===== src/rtl/core/wer_pkg.sv =====
// Shared types and constants for the whitened entropy range generator.
// Used by every module under rtl/core but wer_vn_whitener; it depends on nothing else.
`default_nettype none

package wer_pkg;

    // Field and bus widths.
    localparam int SAMPLE_BITS = 10;
    localparam int UUID_BYTES  = 16;
    localparam int VALUE_W     = 32;
    localparam int IDX_W       = 4;
    localparam int MODE_W      = 3;
    localparam int REM_W       = 6;
    localparam int SHIFT_W     = 5;
    localparam int SETTLE_W    = 2;
    localparam int APB_ADDR_W  = 4;
    localparam int APB_DATA_W  = 32;
    localparam int S_TDATA_W   = ((SAMPLE_BITS + 7) / 8) * 8;
    localparam int M_TDATA_W   = ((VALUE_W + IDX_W + 7) / 8) * 8;
    localparam int M_PAD_W     = M_TDATA_W - VALUE_W - IDX_W;

    // Output modes.
    typedef logic [MODE_W-1:0] mode_t;
    localparam mode_t MODE_BIT    = 3'd0;
    localparam mode_t MODE_BYTE   = 3'd1;
    localparam mode_t MODE_WORD15 = 3'd2;
    localparam mode_t MODE_WORD31 = 3'd3;
    localparam mode_t MODE_RANGED = 3'd4;
    localparam mode_t MODE_UUID   = 3'd5;

    // Register indexes, taken from paddr[3:2].
    typedef logic [1:0] reg_idx_t;
    localparam reg_idx_t REG_MODE = 2'd0;
    localparam reg_idx_t REG_LOW  = 2'd1;
    localparam reg_idx_t REG_HIGH = 2'd2;

    // Bits drawn per value in the fixed modes.
    localparam logic [REM_W-1:0] WIDTH_BIT    = 6'd1;
    localparam logic [REM_W-1:0] WIDTH_BYTE   = 6'd8;
    localparam logic [REM_W-1:0] WIDTH_WORD15 = 6'd15;
    localparam logic [REM_W-1:0] WIDTH_WORD31 = 6'd31;

    // UUID version and variant forcing.
    localparam logic [IDX_W-1:0] UUID_VERSION_POS  = 4'd6;
    localparam logic [IDX_W-1:0] UUID_VARIANT_POS  = 4'd8;
    localparam logic [IDX_W-1:0] UUID_LAST_POS     = IDX_W'(UUID_BYTES - 1);
    localparam logic [7:0]       UUID_VERSION_SET  = 8'h40;
    localparam logic [7:0]       UUID_VERSION_KEEP = 8'h0F;
    localparam logic [7:0]       UUID_VARIANT_SET  = 8'h80;
    localparam logic [7:0]       UUID_VARIANT_KEEP = 8'h3F;

    // Configuration as seen by the datapath, including derived range terms.
    typedef struct packed {
        mode_t              mode;
        logic [VALUE_W-1:0] range_low;
        logic [VALUE_W-1:0] span;
        logic [REM_W-1:0]   range_width;
        logic               empty;
        logic               busy;
        logic               clear;
    } cfg_t;

    // One result beat.
    typedef struct packed {
        logic [VALUE_W-1:0] value;
        logic [IDX_W-1:0]   byte_index;
        logic               last;
    } result_t;

endpackage

`default_nettype wire


===== src/rtl/core/wer_apb_regs.sv =====
// Configuration registers on an APB-style port, plus the registered span and width terms.
// Depends on wer_pkg.
`default_nettype none

module wer_apb_regs (
    input  wire logic                          aclk,
    input  wire logic                          aresetn,
    input  wire logic                          psel,
    input  wire logic                          penable,
    input  wire logic                          pwrite,
    input  wire logic [wer_pkg::APB_ADDR_W-1:0] paddr,
    input  wire logic [wer_pkg::APB_DATA_W-1:0] pwdata,
    output logic      [wer_pkg::APB_DATA_W-1:0] prdata,
    output logic                               pready,
    output wer_pkg::cfg_t                      cfg
);
    import wer_pkg::*;

    reg_idx_t             reg_idx;
    logic                 wr_en;
    logic                 wr_hit;
    mode_t                mode_reg;
    logic [VALUE_W-1:0]   low_reg;
    logic [VALUE_W-1:0]   high_reg;
    logic [VALUE_W-1:0]   span_reg;
    logic                 empty_reg;
    logic [REM_W-1:0]     width_reg;
    logic [SETTLE_W-1:0]  settle_reg;
    logic [SETTLE_W-1:0]  settle_next;
    logic [VALUE_W-1:0]   diff;
    logic [VALUE_W-1:0]   span_dec;
    logic [REM_W-1:0]     span_len;

    assign pready  = 1'b1;
    assign reg_idx = paddr[3:2];
    assign wr_en   = psel && penable && pwrite && pready;
    assign wr_hit  = wr_en && (reg_idx == REG_MODE || reg_idx == REG_LOW ||
                               reg_idx == REG_HIGH);

    // Register writes.
    always_ff @(posedge aclk) begin
        if (!aresetn) begin
            mode_reg <= MODE_BYTE;
            low_reg  <= '0;
            high_reg <= '0;
        end else if (wr_en) begin
            unique case (reg_idx)
                REG_MODE: mode_reg <= pwdata[MODE_W-1:0];
                REG_LOW:  low_reg  <= pwdata;
                REG_HIGH: high_reg <= pwdata;
                default:  ;
            endcase
        end
    end

    // Register reads.
    always_comb begin
        unique case (reg_idx)
            REG_MODE: prdata = {{(APB_DATA_W-MODE_W){1'b0}}, mode_reg};
            REG_LOW:  prdata = low_reg;
            REG_HIGH: prdata = high_reg;
            default:  prdata = '0;
        endcase
    end

    // First stage: span modulo 2^32 and the empty-or-unit test.
    assign diff = high_reg - low_reg;

    always_ff @(posedge aclk) begin
        span_reg  <= diff;
        empty_reg <= ($signed(low_reg) >= $signed(high_reg)) || (diff == VALUE_W'(1));
    end

    // Second stage: bits per ranged value, one fewer for a power-of-two span.
    assign span_dec = span_reg - VALUE_W'(1);

    always_comb begin
        span_len = '0;
        for (int i = 0; i < VALUE_W; i++) begin
            if (span_reg[i]) begin
                span_len = REM_W'(i + 1);
            end
        end
    end

    always_ff @(posedge aclk) begin
        if ((span_reg & span_dec) == '0) begin
            width_reg <= span_len - REM_W'(1);
        end else begin
            width_reg <= span_len;
        end
    end

    // Busy holds while the span and width registers follow a write or a reset.
    always_comb begin
        if (wr_hit) begin
            settle_next = SETTLE_W'(2);
        end else if (settle_reg != '0) begin
            settle_next = settle_reg - SETTLE_W'(1);
        end else begin
            settle_next = settle_reg;
        end
    end

    always_ff @(posedge aclk) begin
        if (!aresetn) begin
            settle_reg <= SETTLE_W'(2);
        end else begin
            settle_reg <= settle_next;
        end
    end

    assign cfg.mode        = mode_reg;
    assign cfg.range_low   = low_reg;
    assign cfg.span        = span_reg;
    assign cfg.range_width = width_reg;
    assign cfg.empty       = empty_reg;
    assign cfg.busy        = (settle_reg != '0);
    assign cfg.clear       = wr_hit;

endmodule

`default_nettype wire


===== src/rtl/core/wer_vn_whitener.sv =====
// Two cascaded von Neumann stages that whiten the raw entropy bit.
// Does not depend on wer_pkg; no types are needed.
`default_nettype none

module wer_vn_whitener (
    input  wire logic aclk,
    input  wire logic aresetn,
    input  wire logic step,
    input  wire logic raw,
    output logic      pass,
    output logic      wb
);
    logic s1_held_reg;
    logic s1_bit_reg;
    logic s2_held_reg;
    logic s2_bit_reg;
    logic pass1;

    // An unequal pair passes its second bit, which is the present bit in both stages.
    assign pass1 = s1_held_reg && (s1_bit_reg != raw);
    assign pass  = pass1 && s2_held_reg && (s2_bit_reg != raw);
    assign wb    = raw;

    // Pair state of both stages.
    always_ff @(posedge aclk) begin
        if (!aresetn) begin
            s1_held_reg <= 1'b0;
            s1_bit_reg  <= 1'b0;
            s2_held_reg <= 1'b0;
            s2_bit_reg  <= 1'b0;
        end else if (step) begin
            s1_held_reg <= !s1_held_reg;
            if (!s1_held_reg) begin
                s1_bit_reg <= raw;
            end
            if (pass1) begin
                s2_held_reg <= !s2_held_reg;
                if (!s2_held_reg) begin
                    s2_bit_reg <= raw;
                end
            end
        end
    end

endmodule

`default_nettype wire


===== src/rtl/core/wer_assembler.sv =====
// Fills values MSB first from whitened bits, applies range rejection and UUID formatting.
// Depends on wer_pkg.
`default_nettype none

module wer_assembler (
    input  wire logic             aclk,
    input  wire logic             aresetn,
    input  wer_pkg::cfg_t         cfg,
    input  wire logic             step,
    input  wire logic             wb,
    output logic                  res_valid,
    output wer_pkg::result_t      res
);
    import wer_pkg::*;

    logic [VALUE_W-1:0] acc_reg;
    logic [REM_W-1:0]   rem_reg;
    logic [IDX_W-1:0]   pos_reg;
    logic [REM_W-1:0]   width_sel;
    logic [REM_W-1:0]   rem0;
    logic [REM_W-1:0]   rem1;
    logic [VALUE_W-1:0] acc0;
    logic [VALUE_W-1:0] acc1;
    logic               reject;
    logic               done;
    logic [7:0]         byte_raw;
    logic [7:0]         byte_out;

    // Bits per value for the current mode; the unused codes behave as bytes.
    always_comb begin
        unique case (cfg.mode)
            MODE_BIT:    width_sel = WIDTH_BIT;
            MODE_WORD15: width_sel = WIDTH_WORD15;
            MODE_WORD31: width_sel = WIDTH_WORD31;
            MODE_RANGED: width_sel = cfg.range_width;
            default:     width_sel = WIDTH_BYTE;
        endcase
    end

    // Place the new bit and test the prefix against the span.
    assign rem0   = (rem_reg == '0) ? width_sel : rem_reg;
    assign acc0   = (rem_reg == '0) ? '0 : acc_reg;
    assign rem1   = rem0 - REM_W'(1);
    assign acc1   = acc0 | (VALUE_W'(wb) << rem1[SHIFT_W-1:0]);
    assign reject = (cfg.mode == MODE_RANGED) && (acc1 >= cfg.span);
    assign done   = !reject && (rem1 == '0);

    // Accumulator, fill count and UUID byte position.
    always_ff @(posedge aclk) begin
        if (!aresetn || cfg.clear) begin
            acc_reg <= '0;
            rem_reg <= '0;
            pos_reg <= '0;
        end else if (step) begin
            if (reject) begin
                acc_reg <= '0;
                rem_reg <= width_sel;
            end else if (!done) begin
                acc_reg <= acc1;
                rem_reg <= rem1;
            end else begin
                acc_reg <= '0;
                rem_reg <= '0;
                if (cfg.mode == MODE_UUID) begin
                    pos_reg <= (pos_reg == UUID_LAST_POS) ? '0 : pos_reg + IDX_W'(1);
                end
            end
        end
    end

    // UUID byte with version and variant bits forced.
    assign byte_raw = acc1[7:0];

    always_comb begin
        if (pos_reg == UUID_VERSION_POS) begin
            byte_out = UUID_VERSION_SET | (UUID_VERSION_KEEP & byte_raw);
        end else if (pos_reg == UUID_VARIANT_POS) begin
            byte_out = UUID_VARIANT_SET | (UUID_VARIANT_KEEP & byte_raw);
        end else begin
            byte_out = byte_raw;
        end
    end

    // Result formatting.
    always_comb begin
        res.byte_index = '0;
        res.last       = 1'b1;
        if (cfg.mode == MODE_RANGED) begin
            res.value = cfg.range_low + acc1;
        end else if (cfg.mode == MODE_UUID) begin
            res.value      = {{(VALUE_W-8){1'b0}}, byte_out};
            res.byte_index = pos_reg;
            res.last       = (pos_reg == UUID_LAST_POS);
        end else begin
            res.value = acc1;
        end
    end

    assign res_valid = step && done;

endmodule

`default_nettype wire


===== src/rtl/core/whitened_entropy_range_generator.sv =====
// A sample beat moves from the input register to the result register; throughput is one sample
// beat per cycle unless stalled, and a result needs at least four raw bits per whitened bit.
// An empty or unit range returns range_low for every sample beat, one result per beat.
// Reset is synchronous and active low; it and every write to a mapped register hold s_tready
// low while the span and width registers recompute. Whitener state survives writes.
`default_nettype none

module whitened_entropy_range_generator (
    input  wire logic                          aclk,
    input  wire logic                          aresetn,
    // Sample beats.
    input  wire logic                          s_tvalid,
    output logic                               s_tready,
    input  wire logic [wer_pkg::S_TDATA_W-1:0] s_tdata,  // [9:0] sample
    // Result beats.
    output logic                               m_tvalid,
    input  wire logic                          m_tready,
    output logic      [wer_pkg::M_TDATA_W-1:0] m_tdata,  // [31:0] value, [35:32] byte_index
    output logic                               m_tlast,
    // Configuration.
    input  wire logic                          psel,
    input  wire logic                          penable,
    input  wire logic                          pwrite,
    input  wire logic [wer_pkg::APB_ADDR_W-1:0] paddr,
    input  wire logic [wer_pkg::APB_DATA_W-1:0] pwdata,
    output logic      [wer_pkg::APB_DATA_W-1:0] prdata,
    output logic                               pready
);
    import wer_pkg::*;

    cfg_t    cfg;
    result_t res;
    logic    res_valid;
    logic    in_valid_reg;
    logic    in_bit_reg;
    logic    out_valid_reg;
    result_t out_reg;
    logic    advance;
    logic    proc;
    logic    bypass;
    logic    wh_pass;
    logic    wh_bit;
    logic    s_accept;

    wer_apb_regs u_regs (
        .aclk    (aclk),
        .aresetn (aresetn),
        .psel    (psel),
        .penable (penable),
        .pwrite  (pwrite),
        .paddr   (paddr),
        .pwdata  (pwdata),
        .prdata  (prdata),
        .pready  (pready),
        .cfg     (cfg)
    );

    // Pipeline control: the result register frees when it is empty or being taken.
    assign advance  = !out_valid_reg || m_tready;
    assign proc     = in_valid_reg && advance;
    assign s_tready = !cfg.busy && (!in_valid_reg || advance);
    assign s_accept = s_tvalid && s_tready;
    assign bypass   = (cfg.mode == MODE_RANGED) && cfg.empty;

    // Input register holds the raw entropy bit of the sample.
    always_ff @(posedge aclk) begin
        if (!aresetn) begin
            in_valid_reg <= 1'b0;
        end else if (s_accept) begin
            in_valid_reg <= 1'b1;
        end else if (proc) begin
            in_valid_reg <= 1'b0;
        end
    end

    always_ff @(posedge aclk) begin
        if (s_accept) begin
            in_bit_reg <= s_tdata[0];
        end
    end

    wer_vn_whitener u_whitener (
        .aclk    (aclk),
        .aresetn (aresetn),
        .step    (proc && !bypass),
        .raw     (in_bit_reg),
        .pass    (wh_pass),
        .wb      (wh_bit)
    );

    wer_assembler u_assembler (
        .aclk      (aclk),
        .aresetn   (aresetn),
        .cfg       (cfg),
        .step      (proc && !bypass && wh_pass),
        .wb        (wh_bit),
        .res_valid (res_valid),
        .res       (res)
    );

    // Result register.
    always_ff @(posedge aclk) begin
        if (!aresetn) begin
            out_valid_reg <= 1'b0;
        end else if (advance) begin
            out_valid_reg <= proc && (bypass || res_valid);
        end
    end

    always_ff @(posedge aclk) begin
        if (proc) begin
            if (bypass) begin
                out_reg.value      <= cfg.range_low;
                out_reg.byte_index <= '0;
                out_reg.last       <= 1'b1;
            end else begin
                out_reg <= res;
            end
        end
    end

    assign m_tvalid = out_valid_reg;
    assign m_tdata  = {{M_PAD_W{1'b0}}, out_reg.byte_index, out_reg.value};
    assign m_tlast  = out_reg.last;

`ifndef SYNTHESIS
    // No sample is taken while the range terms are recomputing.
    assert property (@(posedge aclk) disable iff (!aresetn)
        cfg.busy |-> !s_tready)
        else $error("sample accepted while configuration settles");

    // A pending sample stays in the input register while the result side stalls.
    assert property (@(posedge aclk) disable iff (!aresetn)
        in_valid_reg && !advance |=> in_valid_reg)
        else $error("input register dropped a stalled sample");

    // A nonzero byte index only comes from a UUID byte, which is last only at the end.
    assert property (@(posedge aclk) disable iff (!aresetn)
        out_valid_reg && (out_reg.byte_index != '0) |->
            (out_reg.last == (out_reg.byte_index == UUID_LAST_POS)))
        else $error("UUID byte index and last flag disagree");
`endif

endmodule

`default_nettype wire


===== config.mk =====
export PLATFORM = sky130hd
export DESIGN_NAME = whitened_entropy_range_generator
export DESIGN_NICKNAME = d
export VERILOG_FILES = /design/src/rtl/core/wer_pkg.sv /design/src/rtl/core/wer_apb_regs.sv /design/src/rtl/core/wer_vn_whitener.sv /design/src/rtl/core/wer_assembler.sv /design/src/rtl/core/whitened_entropy_range_generator.sv
export SDC_FILE = /design/constraint.sdc
export NUM_CORES = 1
export LEC_CHECK = 0
export ABC_CLOCK_PERIOD_IN_PS = 13300
export BUFFER_PORTS_ARGS = -buffer_cell sky130_fd_sc_hd__buf_4
export CORE_UTILIZATION = 39
export CTS_BUF_LIST = sky130_fd_sc_hd__clkbuf_16
export DETAILED_ROUTE_END_ITERATION = 16
export GPL_ROUTABILITY_DRIVEN = 0
export GPL_TIMING_DRIVEN = 1
export PLACE_DENSITY_LB_ADDON = 0.12
export RECOVER_POWER = 50
export SLEW_MARGIN = 30
export SYNTH_ARGS = -nofsm -noshare
export SYNTH_HDL_FRONTEND = slang
export SYNTH_SLANG_ARGS = --single-unit
export TNS_END_PERCENT = 20

===== constraint.sdc =====
create_clock -name aclk -period 13.3 [get_ports aclk]
set_input_delay 0.665 -clock aclk [delete_from_list [all_inputs] [get_ports aclk]]
set_output_delay 0.665 -clock aclk [all_outputs]
set_load 0.05 [all_outputs]

; Word-level counts from Yosys, hierarchy flattened
; Cells that the tools add are included.
[op_classes]
addsub = 7
magnitude_cmp = 2
n_eq_ne = 12
shift = 1
n_mux = 51
bitwise = 7
reduce_logical = 47
[ops]
columns = cell, n
row1 = $mux 32, 5
row2 = $pmux 32 s3, 1
row3 = $mux 5, 18
row4 = $ge 32x32->1, 2
row5 = $mux 37, 1
row6 = $mux 4, 9
row7 = $add 32x32->32, 1
row8 = $and 32x32->32, 1
row9 = $eq 32x1->1 const B, 1
row10 = $logic_not 32->1, 1
row11 = $or 32x32->32, 1
row12 = $shl 1x5->32, 1
row13 = $sub 32x1->32 const B, 1
row14 = $sub 32x32->32, 1
row15 = $mux 6, 5
row16 = $pmux 6 s4, 1
row17 = $logic_and 1x1->1, 16
row18 = $mux 8, 2
row19 = $logic_not 6->1, 2
row20 = $mux 3, 4
row21 = $sub 6x1->6 const B, 2
row22 = $reduce_and 2->1, 5
row23 = $eq 4x4->1 const B, 2
row24 = $logic_not 1->1, 8
row25 = other kinds (19), 36
[word_totals]
regBits = 194
in_bits = 59
output_inout_bits = 76
word_cells = 147

; Longest topological paths before layout
[depth]
word_depth = 34
depth_mapped = 22
ltp_nobuf = 20

; By module
; From an unflattened synthesis, not the netlist that was laid out.
[hier_totals]
hier_cells = 1699
hier_area_um2 = 14081.0
[modules_own_cells]
columns = module, n_inst, cells_per_inst, area_per_inst_um2, seq_area_each_um2
row1 = wer_apb_regs, 1, 920, 7198.2, 2162.1
row2 = wer_assembler, 1, 654, 4929.7, 840.8
row3 = whitened_entropy_range_generator, 1, 100, 1740.4, 1181.1
row4 = wer_vn_whitener, 1, 25, 212.7, 80.1

; Worst setup path after synthesis
; OpenSTA, ideal clock, no wires.
[synth_path]
kind = register to register
start = register u_assembler.rem_reg[0]
end = register out_reg, in the netlist m_tdata[28], data pin
setup_time_ns = 0.271
arrival_ns = 5.005
required_ns = 13.029
setup_slack_ns = 8.024
path_stages_with_launch = 20
n_path_buf = 0
period_less_slack_ns = 5.276
path_cell_list = dfxtp_1 > or4_1 > a2111oi_1 > nor2_1 > ha_1 > and3_1 > xor2_1 > nand3_1 > o21ai_0 > ha_1 > a211o_1 > a211o_1 > a2111oi_0 > o32ai_1 > nor2_1 > o211ai_1 > or4_1 > o221ai_1 > mux2i_1 > o211ai_1
[synth_between]
elab_chain_cells = 8
word_cells_on_any_way = 10
classes_between = add/sub (2) / shift (1) / mux (5) / bitwise (1) / reduce/logical (1)
[synth_rtl]
columns = item, line_no
row1 = "start, declared", wer_assembler.sv:17  ; logic [REM_W-1:0] rem_reg;
row2 = "start signal, assigned", wer_assembler.sv:57  ; rem_reg <= width_sel;
row3 = "start signal, assigned", wer_assembler.sv:60  ; rem_reg <= rem1;
row4 = $logic_not 6->1, "wer_assembler.sv:41, wer_assembler.sv:42"
row5 = $mux 6, wer_assembler.sv:41  ; assign rem0 = (rem_reg == '0) ? width_sel : rem_reg;
row6 = $sub 6x1->6, wer_assembler.sv:43  ; assign rem1 = rem0 - REM_W'(1);
row7 = $shl 1x5->32, wer_assembler.sv:44  ; assign acc1 = acc0 | (VALUE_W'(wb) << rem1[SHIFT_W-1:0]);
row8 = $or 32x32->32 *, wer_assembler.sv:44
row9 = $add 32x32->32 / $mux 32 (equally long branches), "wer_assembler.sv:89, wer_assembler.sv:90"
row10 = $mux 32 *, wer_assembler.sv:88  ; if (cfg.mode == MODE_RANGED) begin
row11 = $mux 37 *, whitened_entropy_range_generator.sv:112  ; if (bypass) begin
row12 = "end signal, assigned", whitened_entropy_range_generator.sv:117  ; out_reg <= res;
row13 = "end, declared", whitened_entropy_range_generator.sv:37  ; result_t out_reg;
; Every way passes the cells marked *; elsewhere a longest branch is shown, timed or not.
; A chain may end at the register's enable or synchronous reset.

; Worst setup path in the final report
[layout_path]
start = register u_regs.mode_reg[1]
end = register out_reg, in the netlist m_tdata[28], data pin
[layout_between]
elab_chain_cells = 9
word_cells_on_any_way = 15
classes_between = add/sub (2) / eq/ne (4) / shift (1) / mux (5) / bitwise (1) / reduce/logical (2)
[layout_rtl]
columns = item, line_no
row1 = "start, declared", wer_apb_regs.sv:22  ; mode_t mode_reg;
row2 = "start signal, assigned", wer_apb_regs.sv:48  ; REG_MODE: mode_reg <= pwdata[MODE_W-1:0];
row3 = $eq 3x3->1 (tied with other cells), "wer_assembler.sv:31, wer_assembler.sv:88, whitened_entropy_range_generator.sv:63"
row4 = $pmux 6 s4, wer_assembler.sv:31  ; unique case (cfg.mode)
row5 = $mux 6, wer_assembler.sv:41
row6 = $sub 6x1->6, wer_assembler.sv:43
row7 = $shl 1x5->32, wer_assembler.sv:44
row8 = $or 32x32->32, wer_assembler.sv:44
row9 = $add 32x32->32 / $mux 32 (equally long branches), "wer_assembler.sv:89, wer_assembler.sv:90"
row10 = $mux 32, wer_assembler.sv:88
row11 = $mux 37 *, whitened_entropy_range_generator.sv:112
; Marked as above.

==> results by group <==
CTS
  • Htree depth: 4
  • Setup bufs post-CTS: 0
  • CTS tree: built
  • Clock Path Buffers: 2
  • Sink Count: 194
  • Root buf cell: clkbuf_16
  • Hold Buf Count CTS: 0
  • Total CTS buffers: 17
  • Clock latency on the worst-skew pair: 0.47 ns
  • Worst-path clk slew: 0.08 ns
  • Gates resized, CTS repair: 0

Floorplan
  • Chip height: 190.7 um
  • CORE AREA: 34800 um2
  • Die X: 190.7 um
  • Cell Rows: 68
  • Die Area: 36350 um2
  • I/O pin count: 135
  • Starting Density: 39.89%

STA
  • RSZ-0062 raised after global routing: no
  • Final Cycle Share: 47.79%
  • Max-slew violations: 103
  • Final Hold Vio Count: 0
  • Final setup fails: 0
  • Min setup slack post-route: 6.944 ns
  • Max_slew headroom: -92.68%
  • Worst Skew: 0.01873 ns
  • Max Fclk: 157.3 MHz
  • Fin crit period: 6.356 ns
  • Slew @ Worst Pin: 2.890 ns
  • Setup TNS: 0 ns

Outcome
  • Failing checks: capacitance limit, slew limit
  • Outcome: finished, violations left

Synthesis
  • Area leader, netlist: dfxtp_1
  • Post-synthesis sequential area ratio: 30.72%
  • Primary FF master, synth: dfxtp_1
  • Ys async rst share: 0%
  • Top cell type's share of synthesized area: 22.50%
  • Post-synth cell types: 85
  • Commonest cells in the netlist: nand2_1, dfxtp_1, ha_1, o21ai_0, inv_1
  • Synthesized instance count: 1720
  • Yosys reg bits: 194
  • Mapped cell area: 13880 um2
  • Yosys warning count: 0
  • Post-synth EDFFs: 38
  • Synthesized area per cell: 8.071 um2
  • Synth area leaders: dfxtp_1, ha_1, edfxtp_1
  • Most frequent cell after synthesis: nand2_1

Place
  • Buffers added on ports: 112
  • HPWL Detailed: 35800 um
  • Dpl ws: 7.029 ns
  • DP Area: 15300 um2

Flow run
  • Max cap viols: 2

Cells and area
  • Share of layout cells above drive strength 1: 9.748%
  • Filler cell count in the final layout: 3528
  • Synthesis-to-layout area growth: 13.51%
  • Nets@finish: 2007
  • Antenna Cells: 0
  • Post-route cell area: 15760 um2
  • Largest register FFs: 36

Worst setup path
  • CP Class: flip-flop to flip-flop
  • Worst Path Max Fanout: 9
  • WP data required: 13.49 ns
  • Crit path launch type: flip-flop
  • Arrival time worst endpoint: 6.54 ns
  • Nature of the critical path endpoint: flip-flop

Route
  • Wire length per cell: 20.43 um
  • Remaining DRCs: 0
  • Routed wire length: 46600 um
  • Antenna-violating nets left: 0
  • DRT iter0 DRCs: 993
  • Drt pass-1 iters: 5
  • DR vias: 13.16k
  • Via density per instance: 5.768

Global route
  • GR Overflow Total: 0
  • First-pass GRT wire length: 71450 um
  • Vias in the first global route: 12.15k
  • Largest net degree at the start of global routing: 76
  • Initial antenna violation count: 0
  • Total Routing Usage GR: 25.87%

Power
  • Lkg Pwr: 6.464 nW
  • Cell Pwr Density: 105.0 nW/um2
  • Peak VDD IR: 0.09310 mV

Hold path
  • Hold Crit Class: input pin to flip-flop
## cell type report
| cell class | instances | area [um2] | share of cell area, % |
|---|---|---|---|
| flip-flops and latches | 194 | 4264 | 27.06 |
| multi-input cells | 1333 | 8901 | 56.49 |
| repair buffers | 148 | 968.4 | 6.146 |
| well taps | 455 | 569.3 | 3.613 |
| clock buffers | 19 | 475.5 | 3.017 |
| inverters | 119 | 446.7 | 2.835 |
| clock inverters | 13 | 132.6 | 0.8417 |
## stage by stage
step	total power, mW	instances	hold slack [ns]	utilization [%]
global route	1.728	2281	0.3916	45.28
detailed placement	1.123	2249	0.4650	43.98
finish	1.655	2281	0.4048	45.28
floorplan	0.9795	1723	0.4492	-
global placement	1.116	2248	0.4607	43.91
CTS	1.664	2281	0.3649	45.72
## worst paths after layout
path | slack [ns] | start | end | cells past startpoint
worst min-delay path | 0.40 | s_tdata[0] | in_bit_reg | 1
worst min register to register | 0.48 | u_assembler.acc_reg[11] | u_assembler.acc_reg[11] | 1
worst max-delay path | 6.94 | u_regs.mode_reg[1] | m_tdata[28] | 18
worst max register to register | 6.94 | u_regs.mode_reg[1] | m_tdata[28] | 18
## per-layer routing
layer / global-route usage (%) / share of wire, % / vias to the layer above
li1: - / - / 6362
met1: 36.96 / 48 / 6339
met2: 40.22 / 45 / 405
met3: 3.920 / 5.2 / 51
met4: 6.862 / 1.7 / 0
met5: 0 / 0 / -
## worst max-delay path: stages (launching register included)
cell	delay [ns]
dfxtp_1	0.74
nor2b_1	0.14
a2111oi_1	0.56
nor2_1	0.17
ha_1	0.36
nor2b_1	0.16
nand2_1	0.24
o21ai_0	0.66
ha_1	0.41
a211oi_1	0.33
o21ai_0	0.18
a2111oi_0	0.53
o32ai_1	0.18
nor2_1	0.23
o211ai_1	0.19
or4_1	0.51
o221ai_1	0.14
mux2i_1	0.22
o211ai_1	0.11
## where the power goes
group / total [mW] / internal, mW / switching [mW] / leakage, nW
Clock: 0.543 / 0.272 / 0.272 / 0.300
Sequential: 0.702 / 0.648 / 0.0542 / 1.63
Combinational: 0.410 / 0.141 / 0.269 / 4.54
## cells in the final DEF, fill, tap and decap left out, types with 18 or more instances in the layout
cell and instances:
edfxtp_1 38, inv_1 119, xor2_1 25, dfxtp_1 156, buf_4 109, nand2_1 237, a21oi_1 108, o21ai_0 128
a31oi_1 18, xnor2_1 33, ha_1 133, a21boi_0 71, mux2i_1 19, clkbuf_1 38, a21o_1 35, a22o_1 66
nor2b_1 24, nor2_1 100, nor3_1 22, nand4_1 24, clkbuf_16 19, nand3_1 39
## kinds of logic after synthesis
family	share of synthesized area, %
buffers and inverters	5.480
other	0.05410
adders and majority gates	12.49
muxes	1.613
AOI/OAI and AO/OA	26.86
and+or+nand+nor	19.13
DFF	30.72
xor gates and xnor gates	3.659
Note: power is estimated with default switching activity, not from simulation.
